<file path="src/sv/pss_pkg.sv">
// pss_pkg: shared constants, codes and types of the slice display scheduler
// no dependencies
`timescale 1ns / 1ps
`default_nettype none

package pss_pkg;

  localparam int SLICES      = 128;
  localparam int SLICE_SHIFT = 7;
  localparam int TIMER_BITS  = 16;
  localparam int SLICE_W     = $clog2(SLICES);

  localparam int TYPE_W  = 2;
  localparam int ADDR_W  = 7;
  localparam int BITS_W  = 40;
  localparam int LINES   = 20;
  localparam int INDEX_W = 7;
  localparam int TIME_W  = 16;

  localparam int QUEUE_DEPTH = 4;
  localparam int QPTR_W      = $clog2(QUEUE_DEPTH);

  // request type codes on the input channel
  localparam logic [TYPE_W-1:0] REQ_TICK  = 2'd0;
  localparam logic [TYPE_W-1:0] REQ_SENSE = 2'd1;
  localparam logic [TYPE_W-1:0] REQ_WRITE = 2'd2;

  typedef enum logic [1:0] {
    OP_TICK,
    OP_SENSE,
    OP_WRITE,
    OP_NOP
  } op_e;

  typedef struct packed {
    op_e                 op;
    logic [SLICE_W-1:0]  addr;
    logic [BITS_W-1:0]   bits;
  } pss_cmd_t;

endpackage

`default_nettype wire

</file>
<file path="src/sv/pss_if.sv">
// pss_req_if / pss_res_if: valid-ready channels of the slice display scheduler
// depends on pss_pkg
`timescale 1ns / 1ps
`default_nettype none

interface pss_req_if;
  import pss_pkg::*;

  logic              valid;
  logic              ready;
  logic [TYPE_W-1:0] req_type;
  logic [ADDR_W-1:0] slice_addr;
  logic [BITS_W-1:0] slice_bits;

  modport source (output valid, output req_type, output slice_addr, output slice_bits,
                  input ready);
  modport sink   (input valid, input req_type, input slice_addr, input slice_bits,
                  output ready);
endinterface


`default_nettype wire

</file>
<file path="src/sv/pss_front.sv">
// pss_front: accepts requests and classifies them into commands
// depends on pss_pkg and pss_if
`timescale 1ns / 1ps
`default_nettype none

module pss_front (
  input  wire logic              clk_i,
  input  wire logic              rst_ni,
  pss_req_if.sink                req_i,
  output logic                   cmd_valid_o,
  output pss_pkg::pss_cmd_t      cmd_o,
  input  wire logic              cmd_ready_i
);
  import pss_pkg::*;

  localparam logic [ADDR_W:0] SLICE_LIM = (ADDR_W + 1)'(SLICES);

  logic     valid_q, valid_d;
  pss_cmd_t cmd_q, cmd_d;
  logic     take;
  logic     wr_ok;

  assign req_i.ready = !valid_q || cmd_ready_i;
  assign take        = req_i.valid && req_i.ready;
  assign wr_ok       = {1'b0, req_i.slice_addr} < SLICE_LIM;

  always_comb begin
    cmd_d      = cmd_q;
    valid_d    = valid_q;
    if (take) begin
      valid_d   = 1'b1;
      cmd_d.addr = SLICE_W'(req_i.slice_addr);
      cmd_d.bits = req_i.slice_bits;
      case (req_i.req_type)
        REQ_TICK:  cmd_d.op = OP_TICK;
        REQ_SENSE: cmd_d.op = OP_SENSE;
        REQ_WRITE: cmd_d.op = wr_ok ? OP_WRITE : OP_NOP;
        default:   cmd_d.op = OP_NOP;
      endcase
    end else if (cmd_ready_i) begin
      valid_d = 1'b0;
    end
  end

  always_ff @(posedge clk_i or negedge rst_ni) begin
    if (!rst_ni) begin
      valid_q <= 1'b0;
    end else begin
      valid_q <= valid_d;
    end
  end

  always_ff @(posedge clk_i) begin
    cmd_q <= cmd_d;
  end

  assign cmd_valid_o = valid_q;
  assign cmd_o       = cmd_q;

endmodule

`default_nettype wire

</file>
<file path="src/flat_wrapper.sv">
// flat-port wrapper written by rule: the top's interface ports become plain ports
module pss_front_flat import pss_pkg::*;
  (clk_i, rst_ni, cmd_valid_o, cmd_o, cmd_ready_i, req_i_valid, req_i_req_type, req_i_slice_addr, req_i_slice_bits, req_i_ready);
  pss_req_if req_i_i ();
  input  wire logic clk_i;
  input  wire logic rst_ni;
  output logic cmd_valid_o;
  output pss_pkg::pss_cmd_t cmd_o;
  input  wire logic cmd_ready_i;
  input wire logic [$bits(req_i_i.valid)-1:0] req_i_valid;
  input wire logic [$bits(req_i_i.req_type)-1:0] req_i_req_type;
  input wire logic [$bits(req_i_i.slice_addr)-1:0] req_i_slice_addr;
  input wire logic [$bits(req_i_i.slice_bits)-1:0] req_i_slice_bits;
  output wire logic [$bits(req_i_i.ready)-1:0] req_i_ready;
  assign req_i_i.valid = req_i_valid;
  assign req_i_i.req_type = req_i_req_type;
  assign req_i_i.slice_addr = req_i_slice_addr;
  assign req_i_i.slice_bits = req_i_slice_bits;
  assign req_i_ready = req_i_i.ready;
  pss_front u_core (.clk_i(clk_i), .rst_ni(rst_ni), .req_i(req_i_i), .cmd_valid_o(cmd_valid_o), .cmd_o(cmd_o), .cmd_ready_i(cmd_ready_i));
endmodule
</file>
<file path="config.mk">
export PLATFORM = sky130hd
export DESIGN_NAME = pss_front_flat
export DESIGN_NICKNAME = d
export VERILOG_FILES = /design/src/sv/pss_pkg.sv /design/src/sv/pss_if.sv /design/src/sv/pss_front.sv /design/src/flat_wrapper.sv
export SDC_FILE = /design/constraint.sdc
export NUM_CORES = 1
export LEC_CHECK = 0
export BUFFER_PORTS_ARGS = -buffer_cell sky130_fd_sc_hd__buf_2
export CAP_MARGIN = 20
export CORE_ASPECT_RATIO = 1.1
export CORE_MARGIN = 3
export CORE_UTILIZATION = 43
export DETAILED_ROUTE_END_ITERATION = 12
export PLACE_DENSITY = 0.82
export SETUP_SLACK_MARGIN = 0.05
export SKIP_CTS_REPAIR_TIMING = 1
export SYNTH_ARGS = -nofsm -noshare
export SYNTH_HDL_FRONTEND = slang
export SYNTH_SLANG_ARGS = --single-unit
</file>
<file path="constraint.sdc">
create_clock -name clk_i -period 2.2 [get_ports clk_i]
set_input_delay 0.22 -clock clk_i [delete_from_list [all_inputs] [get_ports clk_i]]
set_output_delay 0.22 -clock clk_i [all_outputs]
set_load 0.05 [all_outputs]
</file>
[Yosys cells after proc, flatten, opt, wreduce, memory -nomap -nowiden]
Index checks and enable logic that the tools add are counted.
Widths: inputs -> output; s select.
Operators by class
  equal/unequal tests: 2
  mux-type cells: 3
  reduce and logical (&&, ||, !) cells: 5
Operators by type and width (number)
  $pmux 2 s3: 1
  $eq 2x1->1 const B: 1
  $eq 2x2->1 const B: 1
  $logic_not 2->1: 1
  $mux 1: 2
  $reduce_bool 2->1: 1
  $logic_and 1x1->1: 1
  $logic_not 1->1: 1
  $logic_or 1x1->1: 1
Word-level totals
  register bits after elaboration: 50
  input bits: 53
  output and inout bits: 51
  word-level logic and storage cells: 14

[Longest topological paths before layout]
  word-level depth: 4
  depth in mapped cells: 2
  depth with buffers taken out: 2

[Worst setup path before layout]
No wires, ideal clock.
  path kind: register -> register
  start point: reg u_core.valid_q (netlist: u_core.cmd_valid_o)
  end point: reg u_core.cmd_q (netlist bit u_core.cmd_o[0]) (enable)
  arrival time: 1320 ps
  slack: 512 ps
  cell stages (with the launch flop): 3
  clock period less this slack: 1688 ps
  path through: dfrtp_1 -> nand2b_4 -> and2_4
On the way
  word-level cells in the longest chain between the ends: 3
Ends and longest elaborated chain
  start: declaration: line pss_front.sv:18  | logic valid_q, valid_d;
  start signal: assignment: line pss_front.sv:49  | valid_q <= valid_d;
  $logic_not 1->1: line pss_front.sv:23  | assign req_i.ready = !valid_q || cmd_ready_i;
  $logic_or 1x1->1: line pss_front.sv:23
  via req_i_ready: line flat_wrapper.sv:14  | output wire logic [$bits(req_i_i.ready)-1:0] req_i_ready;
  $logic_and 1x1->1: line pss_front.sv:24  | assign take = req_i.valid && req_i.ready;
  via u_core.take: line pss_front.sv:20  | logic take;
  end signal: assignment: line pss_front.sv:54  | cmd_q <= cmd_d;
  end: declaration: line pss_front.sv:19  | pss_cmd_t cmd_q, cmd_d;
The timed path passes the listed nets, and every way through them passes these cells.
A chain may end at the register's enable or synchronous reset.

[Final worst setup path]
  start point: reg u_core.valid_q (netlist: u_core.cmd_valid_o)
  end point: reg u_core.cmd_q (netlist bit u_core.cmd_o[40]) (enable)
On the way
  word-level cells in the longest chain between the ends: 3
Ends and longest elaborated chain (line)
  $logic_not 1->1: pss_front.sv:23
  $logic_or 1x1->1: pss_front.sv:23
  $logic_and 1x1->1: pss_front.sv:24
  via u_core.take: pss_front.sv:20
The timed path passes the listed nets, and every way through them passes these cells.

==> summary.txt <==
outcome: completed
total of max-cap violations: 0
critical path class: reg2reg
max-slew violations: 0
Die X-Extent: 62.9 µm
diode count: 0
hold path start: req_i_slice_bits[0]
reg2reg end: u_core.cmd_o[40]
worst hold path depth: 1
layout cells sized above 1: 58.7%
Residual DRC: 0
CP delay by family, top: simple AND/OR/NAND/NOR gates
DR vias/cell: 4.36
Worst R2R Start: u_core.cmd_valid_o
first-pass GRT wire length: 4420 µm
initial antenna violation count: 0
fin util: 71.0%
synth unique cells: 6
crit share post-route: 65.5%
worst hold slack: 32.2 ps
TritonCTS buffer count: 5
RD Place Congestion: 0.693
DIE HEIGHT: 68.6 µm
Peak VDD IR: 567 µV
DR top layer: met4
Final Hold Viols: 0
grt total ovfl: 0
io pins: 104
sequential fraction of the synthesis area: 97.6%
CP max FO: 49
Worst Hold Class: in2reg
R2R setup slack: 760 ps
skew final: 14.0 ps
number of H-tree levels: 2
clk_lat worst skew: 350 ps
pin count of the biggest net entering global routing: 50
row count: 22
Final nets: 241
maximum buffer depth of the clock tree: 2
CP Launch Type: flip-flop
die area: 4320 µm²
vias in the first global route: 947
CP Buf/Inv Count: 0
Cell Area, Synth: 1530 µm²
final wirelength: 3630 µm
post-synthesis cell count: 55
area leader, netlist: edfxtp_1
routed length on met2: 2080 µm
crit-path cells: nand2b_4 > and2_4
Synthesized Nets: 108
Routed WL per cell: 15.3 µm
M1 WL: 1180 µm
detailed route wirelength on metal3: 307 µm
dpl cell area: 2100 µm²
CTS tree: yes
DRT iter0 DRCs: 11
Cells after DPL: 204
Synth Register Bits: 50
TritonRoute pass-1 iters: 4
slowest CP cell: and2_4
clk slew on worst S/H paths: 130 ps
synth-to-layout area growth: 56.8%
Setup-failing EPs final: 0
CORE AREA: 3390 µm²
Ys Warns: 0
Via Count: 1,034
Crit. End Element: flip-flop
Worst Path Required: 2180 ps
antenna-violating nets left: 0
clock root cell: clkbuf_4
biggest cell delay along the critical path: 540 ps
power per cell area: 771 nW/µm²
Non-Filler Instances: 237
clock sink count: 50
fmax: 0.694 GHz
fin crit period: 1440 ps
Tightest Pin Transition: 612 ps
total track usage: 14.4%
worst hold endpoint: u_core.cmd_o[0]
setup TNS: 0 ps
RSZ-0062 raised after global routing: no
top cell type's share of synthesized area: 96.0%
starting density of the core: 45.3%
Worst slew margin: 59.2%
final non-filler cell area: 2400 µm²
R2R depth: 2
Arr. time, crit path: 1430 ps
Post-Syn Area per Cell: 27.9 µm²
cell leakage power: 1.03 nW
Buffers on Ports: 103
Synth area leaders: edfxtp_1 96%, dfrtp_1 1.6%, nand2b_4 0.90%, and2_4 0.57%, clkbuf_1 0.49%
==> cells in the mapped netlist (all sizes together) <==
library cell	instances
edfxtp	49
and2	1
nand2b	2
dfrtp	1
clkbuf	2
==> flip-flops by register name (all words and copies together) (netlist names) <==
name                count
u_core.cmd_valid_o      1
u_core.cmd_o           49
==> how the worst max path moves through the flow <==
stage	from	cells past startpoint	slack, ps	to
final	u_core.cmd_valid_o	2	760	u_core.cmd_o[40]
after global routing	u_core.cmd_valid_o	2	710	u_core.cmd_o[48]
after floorplan	u_core.cmd_valid_o	2	510	u_core.cmd_o[0]
after CTS	u_core.cmd_valid_o	2	760	u_core.cmd_o[48]
after detailed placement	u_core.cmd_valid_o	2	790	u_core.cmd_o[48]
after global placement	u_core.cmd_valid_o	2	840	u_core.cmd_o[41]
==> metrics by stage <==
step	power (W)	setup WS [ps]
after global placement	0.00144	838
after global routing	0.00192	705
after detailed placement	0.00145	786
after floorplan	0.00135	512
after CTS	0.00183	761
final	0.00185	759
==> layer usage <==
metal	GRT usage, %	vias up
met1	14.5	481
met4	5.79	0
met5	0	-
li1	-	480
met2	25.2	67
met3	7.78	6
==> worst register-to-register path, delay by kind of cell (launching register included) <==
kind	cells	cell delay, ps
and+or+nand+nor	2	630
DFF	1	430
==> cell type report <==
cell class                 count  area [µm²]
sequential                    50        1500
fill                         227         982
timing repair buffer         128         766
tap                           48        60.1
clock buffer                   7        45.0
multi-input combinational      3        28.8
clock inverter                 1        7.51
==> layout by cell type, fill, tap and decap left out <==
cell           synthesis  final
buf_2                  0    103
edfxtp_1              49     49
dlygate4sd3_1          0     25
clkbuf_4               0      5
clkbuf_1               2      2
nand2b_4               1      1
and2_4                 1      1
nand2b_1               1      1
clkinvlp_4             0      1
dfrtp_1                1      1
==> where the power goes <==
part           total, W  switching (W)  internal [W]
Sequential      0.00112      0.0000134       0.00111
Combinational  0.000339       0.000241     0.0000976
Clock          0.000392       0.000266      0.000127
Total           0.00185       0.000520       0.00133
==> cell families after synthesis <==
logic type / synth area share [%]
flops: 97.6
simple gates: 1.88
buf+inv: 0.490
Note: power is estimated with default switching activity, not from simulation.
