File: src/sv/pss_pkg.sv
// pss_pkg: shared constants, codes and types of the slice display scheduler
// no dependencies
`timescale 1ns / 1ps
`default_nettype none

package pss_pkg;

  localparam int SLICES      = 128;
  localparam int SLICE_SHIFT = 7;
  localparam int TIMER_BITS  = 16;
  localparam int SLICE_W     = $clog2(SLICES);

  localparam int TYPE_W  = 2;
  localparam int ADDR_W  = 7;
  localparam int BITS_W  = 40;
  localparam int LINES   = 20;
  localparam int INDEX_W = 7;
  localparam int TIME_W  = 16;

  localparam int QUEUE_DEPTH = 4;
  localparam int QPTR_W      = $clog2(QUEUE_DEPTH);

  // request type codes on the input channel
  localparam logic [TYPE_W-1:0] REQ_TICK  = 2'd0;
  localparam logic [TYPE_W-1:0] REQ_SENSE = 2'd1;
  localparam logic [TYPE_W-1:0] REQ_WRITE = 2'd2;

  typedef enum logic [1:0] {
    OP_TICK,
    OP_SENSE,
    OP_WRITE,
    OP_NOP
  } op_e;

  typedef struct packed {
    op_e                 op;
    logic [SLICE_W-1:0]  addr;
    logic [BITS_W-1:0]   bits;
  } pss_cmd_t;

endpackage

`default_nettype wire

File: src/sv/pss_queue.sv
// pss_queue: short command queue between front and back
// depends on pss_pkg
`timescale 1ns / 1ps
`default_nettype none

module pss_queue (
  input  wire logic              clk_i,
  input  wire logic              rst_ni,
  input  wire logic              push_valid_i,
  input  wire pss_pkg::pss_cmd_t push_cmd_i,
  output logic                   push_ready_o,
  output logic                   pop_valid_o,
  output pss_pkg::pss_cmd_t      pop_cmd_o,
  input  wire logic              pop_ready_i
);
  import pss_pkg::*;

  localparam logic [QPTR_W:0] FULL_CNT = (QPTR_W + 1)'(QUEUE_DEPTH);

  pss_cmd_t          slot_q [QUEUE_DEPTH];
  logic [QPTR_W-1:0] wptr_q, wptr_d;
  logic [QPTR_W-1:0] rptr_q, rptr_d;
  logic [QPTR_W:0]   cnt_q, cnt_d;
  logic              push, pop;

  assign push_ready_o = cnt_q != FULL_CNT;
  assign pop_valid_o  = cnt_q != '0;
  assign pop_cmd_o    = slot_q[rptr_q];
  assign push         = push_valid_i && push_ready_o;
  assign pop          = pop_valid_o && pop_ready_i;

  always_comb begin
    wptr_d = push ? wptr_q + 1'b1 : wptr_q;
    rptr_d = pop ? rptr_q + 1'b1 : rptr_q;
    cnt_d  = cnt_q;
    if (push && !pop) begin
      cnt_d = cnt_q + 1'b1;
    end else if (pop && !push) begin
      cnt_d = cnt_q - 1'b1;
    end
  end

  always_ff @(posedge clk_i or negedge rst_ni) begin
    if (!rst_ni) begin
      wptr_q <= '0;
      rptr_q <= '0;
      cnt_q  <= '0;
    end else begin
      wptr_q <= wptr_d;
      rptr_q <= rptr_d;
      cnt_q  <= cnt_d;
    end
  end

  always_ff @(posedge clk_i) begin
    if (push) begin
      slot_q[wptr_q] <= push_cmd_i;
    end
  end

endmodule

`default_nettype wire

File: config.mk
export PLATFORM = sky130hd
export DESIGN_NAME = pss_queue
export DESIGN_NICKNAME = d
export VERILOG_FILES = /design/src/sv/pss_pkg.sv /design/src/sv/pss_queue.sv
export SDC_FILE = /design/constraint.sdc
export NUM_CORES = 1
export LEC_CHECK = 0
export CAP_MARGIN = 0
export CORE_MARGIN = 4
export CORE_UTILIZATION = 59
export CTS_BUF_LIST = sky130_fd_sc_hd__clkbuf_2
export CTS_CLUSTER_SIZE = 14
export DETAILED_ROUTE_END_ITERATION = 10
export DONT_BUFFER_PORTS = 1
export HOLD_SLACK_MARGIN = 0.08
export PLACE_DENSITY_LB_ADDON = 0.12
export SLEW_MARGIN = 15
export SYNTH_ARGS = -nofsm -noshare
export SYNTH_HDL_FRONTEND = slang
export SYNTH_SLANG_ARGS = --single-unit
File: constraint.sdc
create_clock -name clk_i -period 2.15 [get_ports clk_i]
set_input_delay 0.3225 -clock clk_i [delete_from_list [all_inputs] [get_ports clk_i]]
set_output_delay 0.3225 -clock clk_i [all_outputs]
set_load 0.1 [all_outputs]
==> Yosys cells after proc, flatten, opt, wreduce, memory -nomap -nowiden <==
Memories as Yosys holds them, arrays and structs flattened.
Cells that the tools add are included.
{ "totals": {"n_memories": 1, "input_bits": 53, "ram_bits": 196, "rom_bits": 0, "out_inout_bits": 51, "latch_bits": 0, "ff_bits": 7} }
{ "memory_table": {"columns": ["name", "depth", "width", "rd", "rd_ports_with_merged_regs", "write_ports", "line_no", "source"], "rows": [
  ["slot_q", 4, 49, 1, 0, 1, "pss_queue.sv:20", "pss_cmd_t slot_q [QUEUE_DEPTH];"]
]} }
{ "classes": {"n_mux": 4, "n_eq_ne": 1, "bitwise": 0, "n_addsub": 4, "div": 0, "n_reduce_logical": 8, "shift": 0, "n_lt_le_gt_ge": 0, "multipliers": 0} }
{ "op_table": {"columns": ["operator", "count"], "rows": [
  ["3-bit two-way mux", 2],
  ["2-bit by 1-bit adder with 2-bit output (second input constant)", 2],
  ["1-bit logical AND", 4],
  ["3-bit by 1-bit adder with 3-bit output (second input constant)", 1],
  ["3-bit != test (second input constant)", 1],
  ["3-bit nonzero test", 1],
  ["3-bit by 1-bit subtractor with 3-bit output (second input constant)", 1],
  ["1-bit logical NOT", 2],
  ["1-bit two-way mux", 2],
  ["2-bit nonzero test", 1]
]} }

==> Depth between registers and ports, before layout <==
Gate-level depths: netlist (run 1).
{ "depth": {"ltp_word": 6, "ltp_mapped": 8} }

==> Worst setup path after synthesis (run 1) <==
Ideal clock, no wire load.
{ "synth_path": {"path_kind": "register to register", "startpoint": "register cnt_q[1]", "endpoint": "register cnt_q[2]", "path_buffers": 0, "arrival_time_ns": 2.451, "setup_time_ns": 0.079, "t_required_ns": 2.071, "setup_slack_ns": -0.381, "stages_incl_launch_ff": 9, "cell_sequence": "dfrtp_1 > or3_1 > nand2_1 > ha_1 > inv_1 > fa_1 > xor2_1 > nor2_1 > xor2_1"} }
{ "synth_between": {"elab_chain_cells": 5, "word_cells_on_any_way": 13, "classes_between": "add/sub (2); eq/ne (1); mux (2); reduce/logical (8)"} }
{ "synth_lines": {"columns": ["element", "line_no", "source"], "rows": [
  ["from (decl)", "pss_queue.sv:23", "logic [QPTR_W:0] cnt_q, cnt_d;"],
  ["from (signal assigned)", "pss_queue.sv:51", "cnt_q <= cnt_d;"],
  ["3-bit nonzero test *", "pss_queue.sv:27", "assign pop_valid_o = cnt_q != '0;"],
  ["named net pop_valid_o", "pss_queue.sv:12", "output logic pop_valid_o,"],
  ["1-bit logical AND *", "pss_queue.sv:30", "assign pop = pop_valid_o && pop_ready_i;"],
  ["1-bit logical NOT", "pss_queue.sv:36", "if (push && !pop) begin"],
  ["1-bit logical AND", "pss_queue.sv:36", null],
  ["3-bit two-way mux / 2-bit nonzero test (equally long branches)", null, null]
]} }
The timed path passes the listed nets; every way through them passes the cells marked *. The select of a mux whose other input is x is not followed.
A chain may end at the register's enable or synchronous reset.

==> results.yml, run 1 <==
worst_setup_path:
  cpMaxStageDelayCell: "mux4_2"
  arrival_ns: 2.25
  worstSetupEndpointType: "primary output"
  cp_max_fo: 6
  critical-path-top-delay-family: "multiplexers"
  crit_buf_inv: 3
  crit_top_cell: "buf_12"
  r2r_start: "cnt_q[1]$_DFFE_PN0P_"
  r2r_end: "cnt_q[2]$_DFFE_PN0P_"
  crit_type: "flip-flop to primary output"
  required_ns: 1.83
  reg2reg_depth: 8
  cp-start-kind: "flip-flop"
  r2r_slack_ns: 0.13
  crit_path_max_incr_delay_ns: 0.54
  path_cells: "buf_12 -> buf_16 -> mux4_2 -> buf_12"
clock_network:
  numClockSinks: 203
  clock-root-buffer: "clkbuf_2"
  clk_pin_slew_worst_paths_ns: 0.12
  clk_latency_ns: 0.76
  htreeDepth: 2
  cts_tree: "built"
  clockBufferDepth: 3
  cts_buffers: 49
cells_and_area:
  fin_area_sq_um: 9500
  final_cell_mix: "edfxtp_1 (196), clkbuf_2 (74), dlygate4sd3_1 (53), mux4_2 (49), buf_12 (37)"
  drive_above_1_share: 0.403
  final_common_cell: "edfxtp_1"
  nets: 496
  instances_no_fill: 647
  area_growth_pct: 26.0
synth:
  synth_cells: 292
  synth_seq_cells: 203
  yosysSeqAreaShare: 0.804
  avgSynthCellArea_sq_um: 25.8
  synth_area_sq_um: 7540
  synth_cell_types: 20
  yosysWarnings: 0
  syn-num-nets: 351
die:
  rows: 41
  core-area_sq_um: 12600
  die_x_um: 121
  fp.dieH_um: 121
  start_util: 0.600
  ios: 104
  die_area_sq_um: 14700
drt:
  first_pass_iters: 4
  ant_nets: 0
  vias: 3477
  wl_per_cell_um: 20.6
  drtIter0Drc: 234
  drcViolationCount: 0
  via_per_inst: 5.37
  drt_wl_total_um: 13300
timing:
  period_share: 1.20
  hold_viol_final: 0
  fmax_ghz: 0.388
  rsz0062_at_grt: "yes"
  slew-limit-headroom: 0.640
  setup_viol: 49
  whs_ns: 0.259
  slew_viol_final: 0
  tightest_slew_ns: 0.541
  period_minus_slack_ns: 2.58
  fin_ws_ns: -0.427
  finClkSkew_ns: 0.0625
global_route:
  gr-total-overflow: 0
  antenna_found_initial: 1
  grt_max_degree: 41
  grt_pass1_wl_um: 21400
  grtUsageTotal: 0.196
  grt_pass1_vias: 3996
run_status:
  violations: "setup timing"
  status: "complete, but fails checks"
place:
  dp_hpwl_um: 7490
  place_area_sq_um: 8410
  portBuffers: 0
  place_inst: 497
  gp_congestion: 0.706
  place_ws_ns: 0.0439
worst_hold_path:
  holdPathEnd: "slot_q[0][18]$_DFFE_PP_"
  hold_depth: 1
  min-delay-start: "push_cmd_i[18]"
  hp-class: "input pin to flip-flop"
run:
  drv_cap: 0
-- synthesized netlist by cell type, drive strengths merged --
library cell | number | area share
or3 | 1 | 0.00083
nand3 | 1 | 0.00066
nand2 | 2 | 0.0010
buf | 11 | 0.018
and2 | 4 | 0.0033
inv | 3 | 0.0015
edfxtp | 196 | 0.78
mux2 | 2 | 0.0030
xnor2 | 4 | 0.0046
mux4 | 49 | 0.15
a21boi | 1 | 0.0015
xor2 | 2 | 0.0023
dfrtp | 7 | 0.023
nor2 | 2 | 0.0010
clkbuf | 1 | 0.00050
ha | 5 | 0.0083
fa | 1 | 0.0027
-- worst reg2reg max path, delay by kind of cell, from the launching register on --
kind,cells,cell delay (ns)
XOR/XNOR,2,0.32
adder cells (fa/ha/maj),2,0.56
buffers and inverters,1,0.06
flip-flops,1,0.42
AND/OR/NAND/NOR,3,0.65
-- final cells by class --
type | instances | area, sq um
sequential | 203 | 6070
fill | 729 | 3070
timing repair buffer | 106 | 1440
multi-input combinational | 74 | 1340
clock buffer | 74 | 370
tap | 172 | 215
clock inverter | 14 | 55.1
inverter | 3 | 11.3
antenna | 1 | 2.50
-- kinds of logic after synthesis --
group | count (synthesis) | share of synthesized area
flip-flops | 203 | 0.804
AND/OR/NAND/NOR | 10 | 0.00680
AO/OA/AOI/OAI | 1 | 0.00149
buffers and inverters | 15 | 0.0201
multiplexers | 51 | 0.150
XOR/XNOR | 6 | 0.00697
adder cells (fa/ha/maj) | 6 | 0.0110
-- what timing repair did --
item,4_1_cts,5_1_grt
cloned,2,0
hold buffers,53,0
resized for setup,9,2
setup buffers,6,0
pin swaps,0,0
setup endpoints to repair,50,52
hold endpoints to repair,210,0
-- how the worst max path moves through the flow --
stage               cells past startpoint             startpoint              endpoint  slack (ns)
floorplan                               8   cnt_q[1]$_DFFE_PN0P_  cnt_q[2]$_DFFE_PN0P_       -0.02
global placement                        8   cnt_q[1]$_DFFE_PN0P_  cnt_q[2]$_DFFE_PN0P_        0.16
detailed placement                      8   cnt_q[1]$_DFFE_PN0P_  cnt_q[2]$_DFFE_PN0P_        0.04
CTS                                     4  rptr_q[0]$_DFFE_PN0P_         pop_cmd_o[38]       -0.54
global route                            4  rptr_q[0]$_DFFE_PN0P_          pop_cmd_o[6]       -0.57
finish                                  4  rptr_q[0]$_DFFE_PN0P_         pop_cmd_o[38]       -0.43
-- sequential cells by signal, indices dropped and copies added (netlist names) --
signal  count
wptr_q      2
cnt_q       3
slot_q    196
rptr_q      2
-- layer usage --
layer,share of wire,up-vias,global-route usage
li1,-,1565,-
met1,0.38,1777,0.238
met2,0.53,115,0.334
met3,0.064,20,0.0615
met4,0.018,0,0.0722
met5,0,-,0
-- through the flow --
| step | util | setup TNS (ns) |
|---|---|---|
| after detailed placement | 0.669 | 0 |
| after floorplan | - | -0.0243 |
| final | 0.756 | -18.74 |
| after global routing | 0.756 | -25.50 |
| after global placement | 0.669 | 0 |
| after CTS | 0.755 | -24.47 |
Power of run 1 is not shown: default switching activity piles up to over one toggle a cycle in this logic, so the estimate is an artifact.
==> run 2, diff against run 1 <==
- CORE_UTILIZATION: 59 -> 55
- RECOVER_POWER: default -> 50
- clock period: 2.15 -> 2.3 ns (I/O delays scaled with it)
==> run 2 against run 1 <==
The run still ends with setup timing left. Die area increased by 6.8%. Final cell count decreased by 1.5%. Critical path depth decreased by 2. Register-to-register slack improved by 0.06 ns. Design area decreased by 1.2%. Critical path type unchanged. Critical endpoint is now pop_cmd_o[12]. Highest routed layer unchanged.
==> results.yml, run 2 (synthesis results as in run 1) <==
timing:
  hold_viol_final: 0
  fmax_ghz: 0.381
  slew-limit-headroom: 0.643
  tightest_slew_ns: 0.536
  fin_ws_ns: -0.322
  period_minus_slack_ns: 2.62
  setup_viol: 49
  finClkSkew_ns: 0.0336
  rsz0062_at_grt: "yes"
  slew_viol_final: 0
  period_share: 1.14
global_route:
  grt_max_degree: 34
  grtUsageTotal: 0.175
  grt_pass1_wl_um: 20900
  gr-total-overflow: 0
  antenna_found_initial: 0
  grt_pass1_vias: 3872
worst_setup_path:
  cp_max_fo: 16
  crit_buf_inv: 1
  cpMaxStageDelayCell: "mux4_2"
  cp-start-kind: "flip-flop"
  path_cells: "buf_16 -> mux4_2"
  r2r_slack_ns: 0.19
  critical-path-top-delay-family: "multiplexers"
  reg2reg_depth: 8
  crit_type: "flip-flop to primary output"
  r2r_start: "cnt_q[0]$_DFFE_PN0P_"
  r2r_end: "cnt_q[2]$_DFFE_PN0P_"
  worstSetupEndpointType: "primary output"
  crit_path_max_incr_delay_ns: 0.80
  required_ns: 1.96
  arrival_ns: 2.28
drt:
  vias: 3419
  ant_nets: 0
  drt_wl_total_um: 13200
  first_pass_iters: 4
  drtIter0Drc: 143
  wl_per_cell_um: 20.7
  drcViolationCount: 0
  via_per_inst: 5.37
clock_network:
  clk_pin_slew_worst_paths_ns: 0.10
  clk_latency_ns: 0.74
  cts_tree: "built"
  numClockSinks: 203
  clockBufferDepth: 3
  cts_buffers: 49
  htreeDepth: 2
  clock-root-buffer: "clkbuf_2"
run_status:
  status: "complete, but fails checks"
  violations: "setup timing"
cells_and_area:
  final_cell_mix: "edfxtp_1 (196), clkbuf_2 (62), dlygate4sd3_1 (53), mux4_2 (49), buf_12 (30)"
  final_common_cell: "edfxtp_1"
  area_growth_pct: 24.5
  nets: 488
  regMostFlops: "slot_q"
  largest_reg_flops: 196
  post-route-util: 0.703
  antenna_cells: 0
  drive_above_1_share: 0.373
  reg_top3: "slot_q (196), cnt_q (3)"
worst_hold_path:
  holdPathEnd: "slot_q[1][20]$_DFFE_PP_"
  hold_depth: 1
  min-delay-start: "push_cmd_i[20]"
  hp-class: "input pin to flip-flop"
die:
  rows: 42
  start_util: 0.565
  fp.dieH_um: 125
  ios: 104
  core-area_sq_um: 13300
  die_area_sq_um: 15600
  die_x_um: 125
place:
  portBuffers: 0
  dp_hpwl_um: 7500
  gp_congestion: 0.676
run:
  drv_cap: 0
==> run 2: how the worst max path moves through the flow <==
stage               slack (ns)  cells after the start              endpoint                   from
floorplan                 0.13                      8  cnt_q[2]$_DFFE_PN0P_   cnt_q[1]$_DFFE_PN0P_
global placement          0.31                      8  cnt_q[2]$_DFFE_PN0P_   cnt_q[0]$_DFFE_PN0P_
detailed placement        0.23                      8  cnt_q[2]$_DFFE_PN0P_   cnt_q[0]$_DFFE_PN0P_
CTS                      -0.44                      2         pop_cmd_o[12]  rptr_q[0]$_DFFE_PN0P_
global route             -0.46                      2         pop_cmd_o[12]  rptr_q[0]$_DFFE_PN0P_
finish                   -0.32                      2         pop_cmd_o[12]  rptr_q[0]$_DFFE_PN0P_
==> run 2: worst register-to-register path: cells and delay by family (launching register included) <==
family / cells / cell delay, ns
and+or+nand+nor: 3 / 0.62
adders and majority gates: 2 / 0.57
DFF: 1 / 0.46
xor gates and xnor gates: 2 / 0.33
buffers and inverters: 1 / 0.06
==> run 2: cell type report <==
cell class | count | area (sq um)
clock buffers | 62 | 310
clock inverters | 21 | 136
fillers | 860 | 3960
inverters | 3 | 11.3
multi-input cells | 74 | 1330
flip-flops and latches | 203 | 6070
well taps | 176 | 220
repair buffers | 98 | 1310
==> run 2: repair_timing <==
| action | in CTS | in global routing |
|---|---|---|
| gates cloned | 1 | 1 |
| hold buffers | 53 | 0 |
| buffers inserted | 0 | 3 |
| gates resized for setup | 7 | 2 |
| setup endpoints to repair | 49 | 50 |
| endpoints found under the hold margin | 210 | 0 |
==> run 2: per-layer routing <==
metal	track usage	part of all wire	up-vias
met5	0	0	-
met4	0.0810	0.019	0
met3	0.0648	0.070	16
met2	0.304	0.55	102
met1	0.193	0.36	1765
li1	-	-	1536
==> run 2: stage by stage <==
stage	area [sq um]	setup WS [ns]	std cells	TNS (ns)	hold WS [ns]
after CTS	9330	-0.438	633	-19.54	0.186
after global routing	9390	-0.457	637	-21.20	0.220
final	9390	-0.322	637	-14.42	0.289
after global placement	8310	0.314	496	0	0.0496
after floorplan	7550	0.126	292	0	0.0494
after detailed placement	8310	0.229	496	0	0.0496
Power of run 2 is left out for the same reason.
==> run 3, diff against run 2 <==
- GPL_ROUTABILITY_DRIVEN: default -> 0
- GPL_TIMING_DRIVEN: default -> 0
==> run 3 against run 2 <==
The flow still finishes with violations (setup timing). Count of clock-buffer cells in the layout rose by 5. Non-clock buffer count fell by 29. Critical path depth rose by 1. Highest routed layer unchanged. Clock skew rose by 0.0038 ns. Global-route usage fell by 0.68 points. Register-to-register slack got worse by 0.11 ns. First-iteration DRC count rose by 3.5%. Wire length fell by 4.2%. Sequential cell count did not move. Critical endpoint is now pop_cmd_o[0]. Sequential share of layout area rose by 4.6 points. Worst setup slack improved by 0.091 ns.
==> results.yml, run 3 (synthesis results as in run 1) <==
timing:
  fin_ws_ns: -0.231
  rsz0062_at_grt: "yes"
  fmax_ghz: 0.395
  period_minus_slack_ns: 2.53
  finClkSkew_ns: 0.0374
  tightest_slew_ns: 0.772
  setup_viol: 49
  fin_setup_tns_ns: -10.29
  slew-limit-headroom: 0.486
  slew_viol_final: 0
  hold_viol_final: 0
  period_share: 1.10
cells_and_area:
  fillers: 931
  nets: 458
  area_growth_pct: 16.1
  regMostFlops: "slot_q"
  final_common_cell: "edfxtp_1"
  antenna_cells: 0
  instances_no_fill: 599
  reg_top3: "slot_q (196), cnt_q (3)"
  final_cell_mix: "edfxtp_1 (196), clkbuf_2 (67), dlygate4sd3_1 (53), mux4_2 (49), buf_4 (9)"
  largest_reg_flops: 196
  drive_above_1_share: 0.343
  multi_input_area_sq_um: 1350
  seqCellArea_sq_um: 6060
place:
  portBuffers: 0
  dp_hpwl_um: 6900
  place_inst: 468
global_route:
  antenna_found_initial: 0
  gr-total-overflow: 0
  grt_pass1_wl_um: 20300
  grt_max_degree: 50
  grt_pass1_vias: 3708
  grtUsageTotal: 0.169
worst_setup_path:
  cp-start-kind: "flip-flop"
  r2r_end: "cnt_q[2]$_DFFE_PN0P_"
  crit_type: "flip-flop to primary output"
  reg2reg_depth: 8
  cp_max_fo: 10
  crit_top_cell: "buf_12"
  r2r_start: "cnt_q[2]$_DFFE_PN0P_"
  arrival_ns: 2.19
  required_ns: 1.96
  worstSetupEndpointType: "primary output"
  path_cells: "buf_12 -> buf_12 -> mux4_2"
  crit_path_max_incr_delay_ns: 0.79
  cpMaxStageDelayCell: "mux4_2"
  r2r_slack_ns: 0.08
drt:
  drtIter0Drc: 148
  drt_wl_total_um: 12600
  drcViolationCount: 0
  first_pass_iters: 4
  vias: 3308
  via_per_inst: 5.52
  ant_nets: 0
  wl_per_cell_um: 21.1
run_status:
  violations: "setup timing"
  status: "complete, but fails checks"
worst_hold_path:
  hold_depth: 1
  hp-class: "input pin to flip-flop"
  holdPathEnd: "slot_q[0][29]$_DFFE_PP_"
  min-delay-start: "push_cmd_i[29]"
die:
  core-area_sq_um: 13300
  die_x_um: 125
  ios: 104
  die_area_sq_um: 15600
  start_util: 0.565
  fp.dieH_um: 125
  rows: 42
clock_network:
  cts_tree: "built"
  clk_latency_ns: 0.71
  htreeDepth: 2
  numClockSinks: 203
  clk_pin_slew_worst_paths_ns: 0.10
  clock-root-buffer: "clkbuf_2"
  clockBufferDepth: 3
  cts_buffers: 48
run:
  drv_cap: 0
[run 3: what timing repair did]
action                                  4_1_cts  5_1_grt
endpoints found under the setup margin       50       51
pin swaps                                     0        2
hold buffers                                 53        0
setup buffers                                 1        3
endpoints found under the hold margin       210        0
gates cloned                                  0        1
gates resized for setup                       9        4
[run 3: cell type report]
type / count / share of cell area
inverter: 3 / 0.00129
timing repair buffer: 58 / 0.0669
sequential: 203 / 0.693
buffer: 11 / 0.0180
clock inverter: 7 / 0.00315
clock buffer: 67 / 0.0383
tap: 176 / 0.0252
multi-input combinational: 74 / 0.154
[run 3: per-layer routing]
layer,part of all wire,vias to the layer above,track usage,routed length [um]
li1,-,1481,-,-
met1,0.38,1711,0.202,4810
met2,0.54,102,0.286,6750
met3,0.072,14,0.0657,905
met4,0.012,0,0.0517,152
met5,0,-,0,0
[run 3: through the flow]
stage | worst slack (ns) | hold WS [ns] | instance area (sq um) | utilization
finish | -0.231 | 0.327 | 8750 | 0.656
global route | -0.378 | 0.235 | 8750 | 0.656
CTS | -0.372 | 0.239 | 8690 | 0.651
detailed placement | 0.0242 | 0.0496 | 7770 | 0.582
global placement | -0.118 | 0.0496 | 7770 | 0.582
floorplan | 0.126 | 0.0494 | 7550 | -
[run 3: worst max-delay path: cells and delay by family (launching register included)]
| family | cells | cell delay, ns |
|---|---|---|
| DFF | 1 | 0.38 |
| muxes | 1 | 0.79 |
| buffers and inverters | 2 | 0.32 |
[run 3: worst max-delay path by stage]
| stage | startpoint | endpoint | cells after the start | slack, ns |
|---|---|---|---|---|
| after floorplan | cnt_q[1]$_DFFE_PN0P_ | cnt_q[2]$_DFFE_PN0P_ | 8 | 0.13 |
| after CTS | rptr_q[0]$_DFFE_PN0P_ | pop_cmd_o[25] | 3 | -0.37 |
| final | rptr_q[0]$_DFFE_PN0P_ | pop_cmd_o[0] | 3 | -0.23 |
| after global placement | cnt_q[0]$_DFFE_PN0P_ | slot_q[0][15]$_DFFE_PP_ | 3 | -0.12 |
| after global routing | rptr_q[0]$_DFFE_PN0P_ | pop_cmd_o[0] | 3 | -0.38 |
| after detailed placement | cnt_q[0]$_DFFE_PN0P_ | cnt_q[2]$_DFFE_PN0P_ | 8 | 0.02 |
Power of run 3 is left out for the same reason.
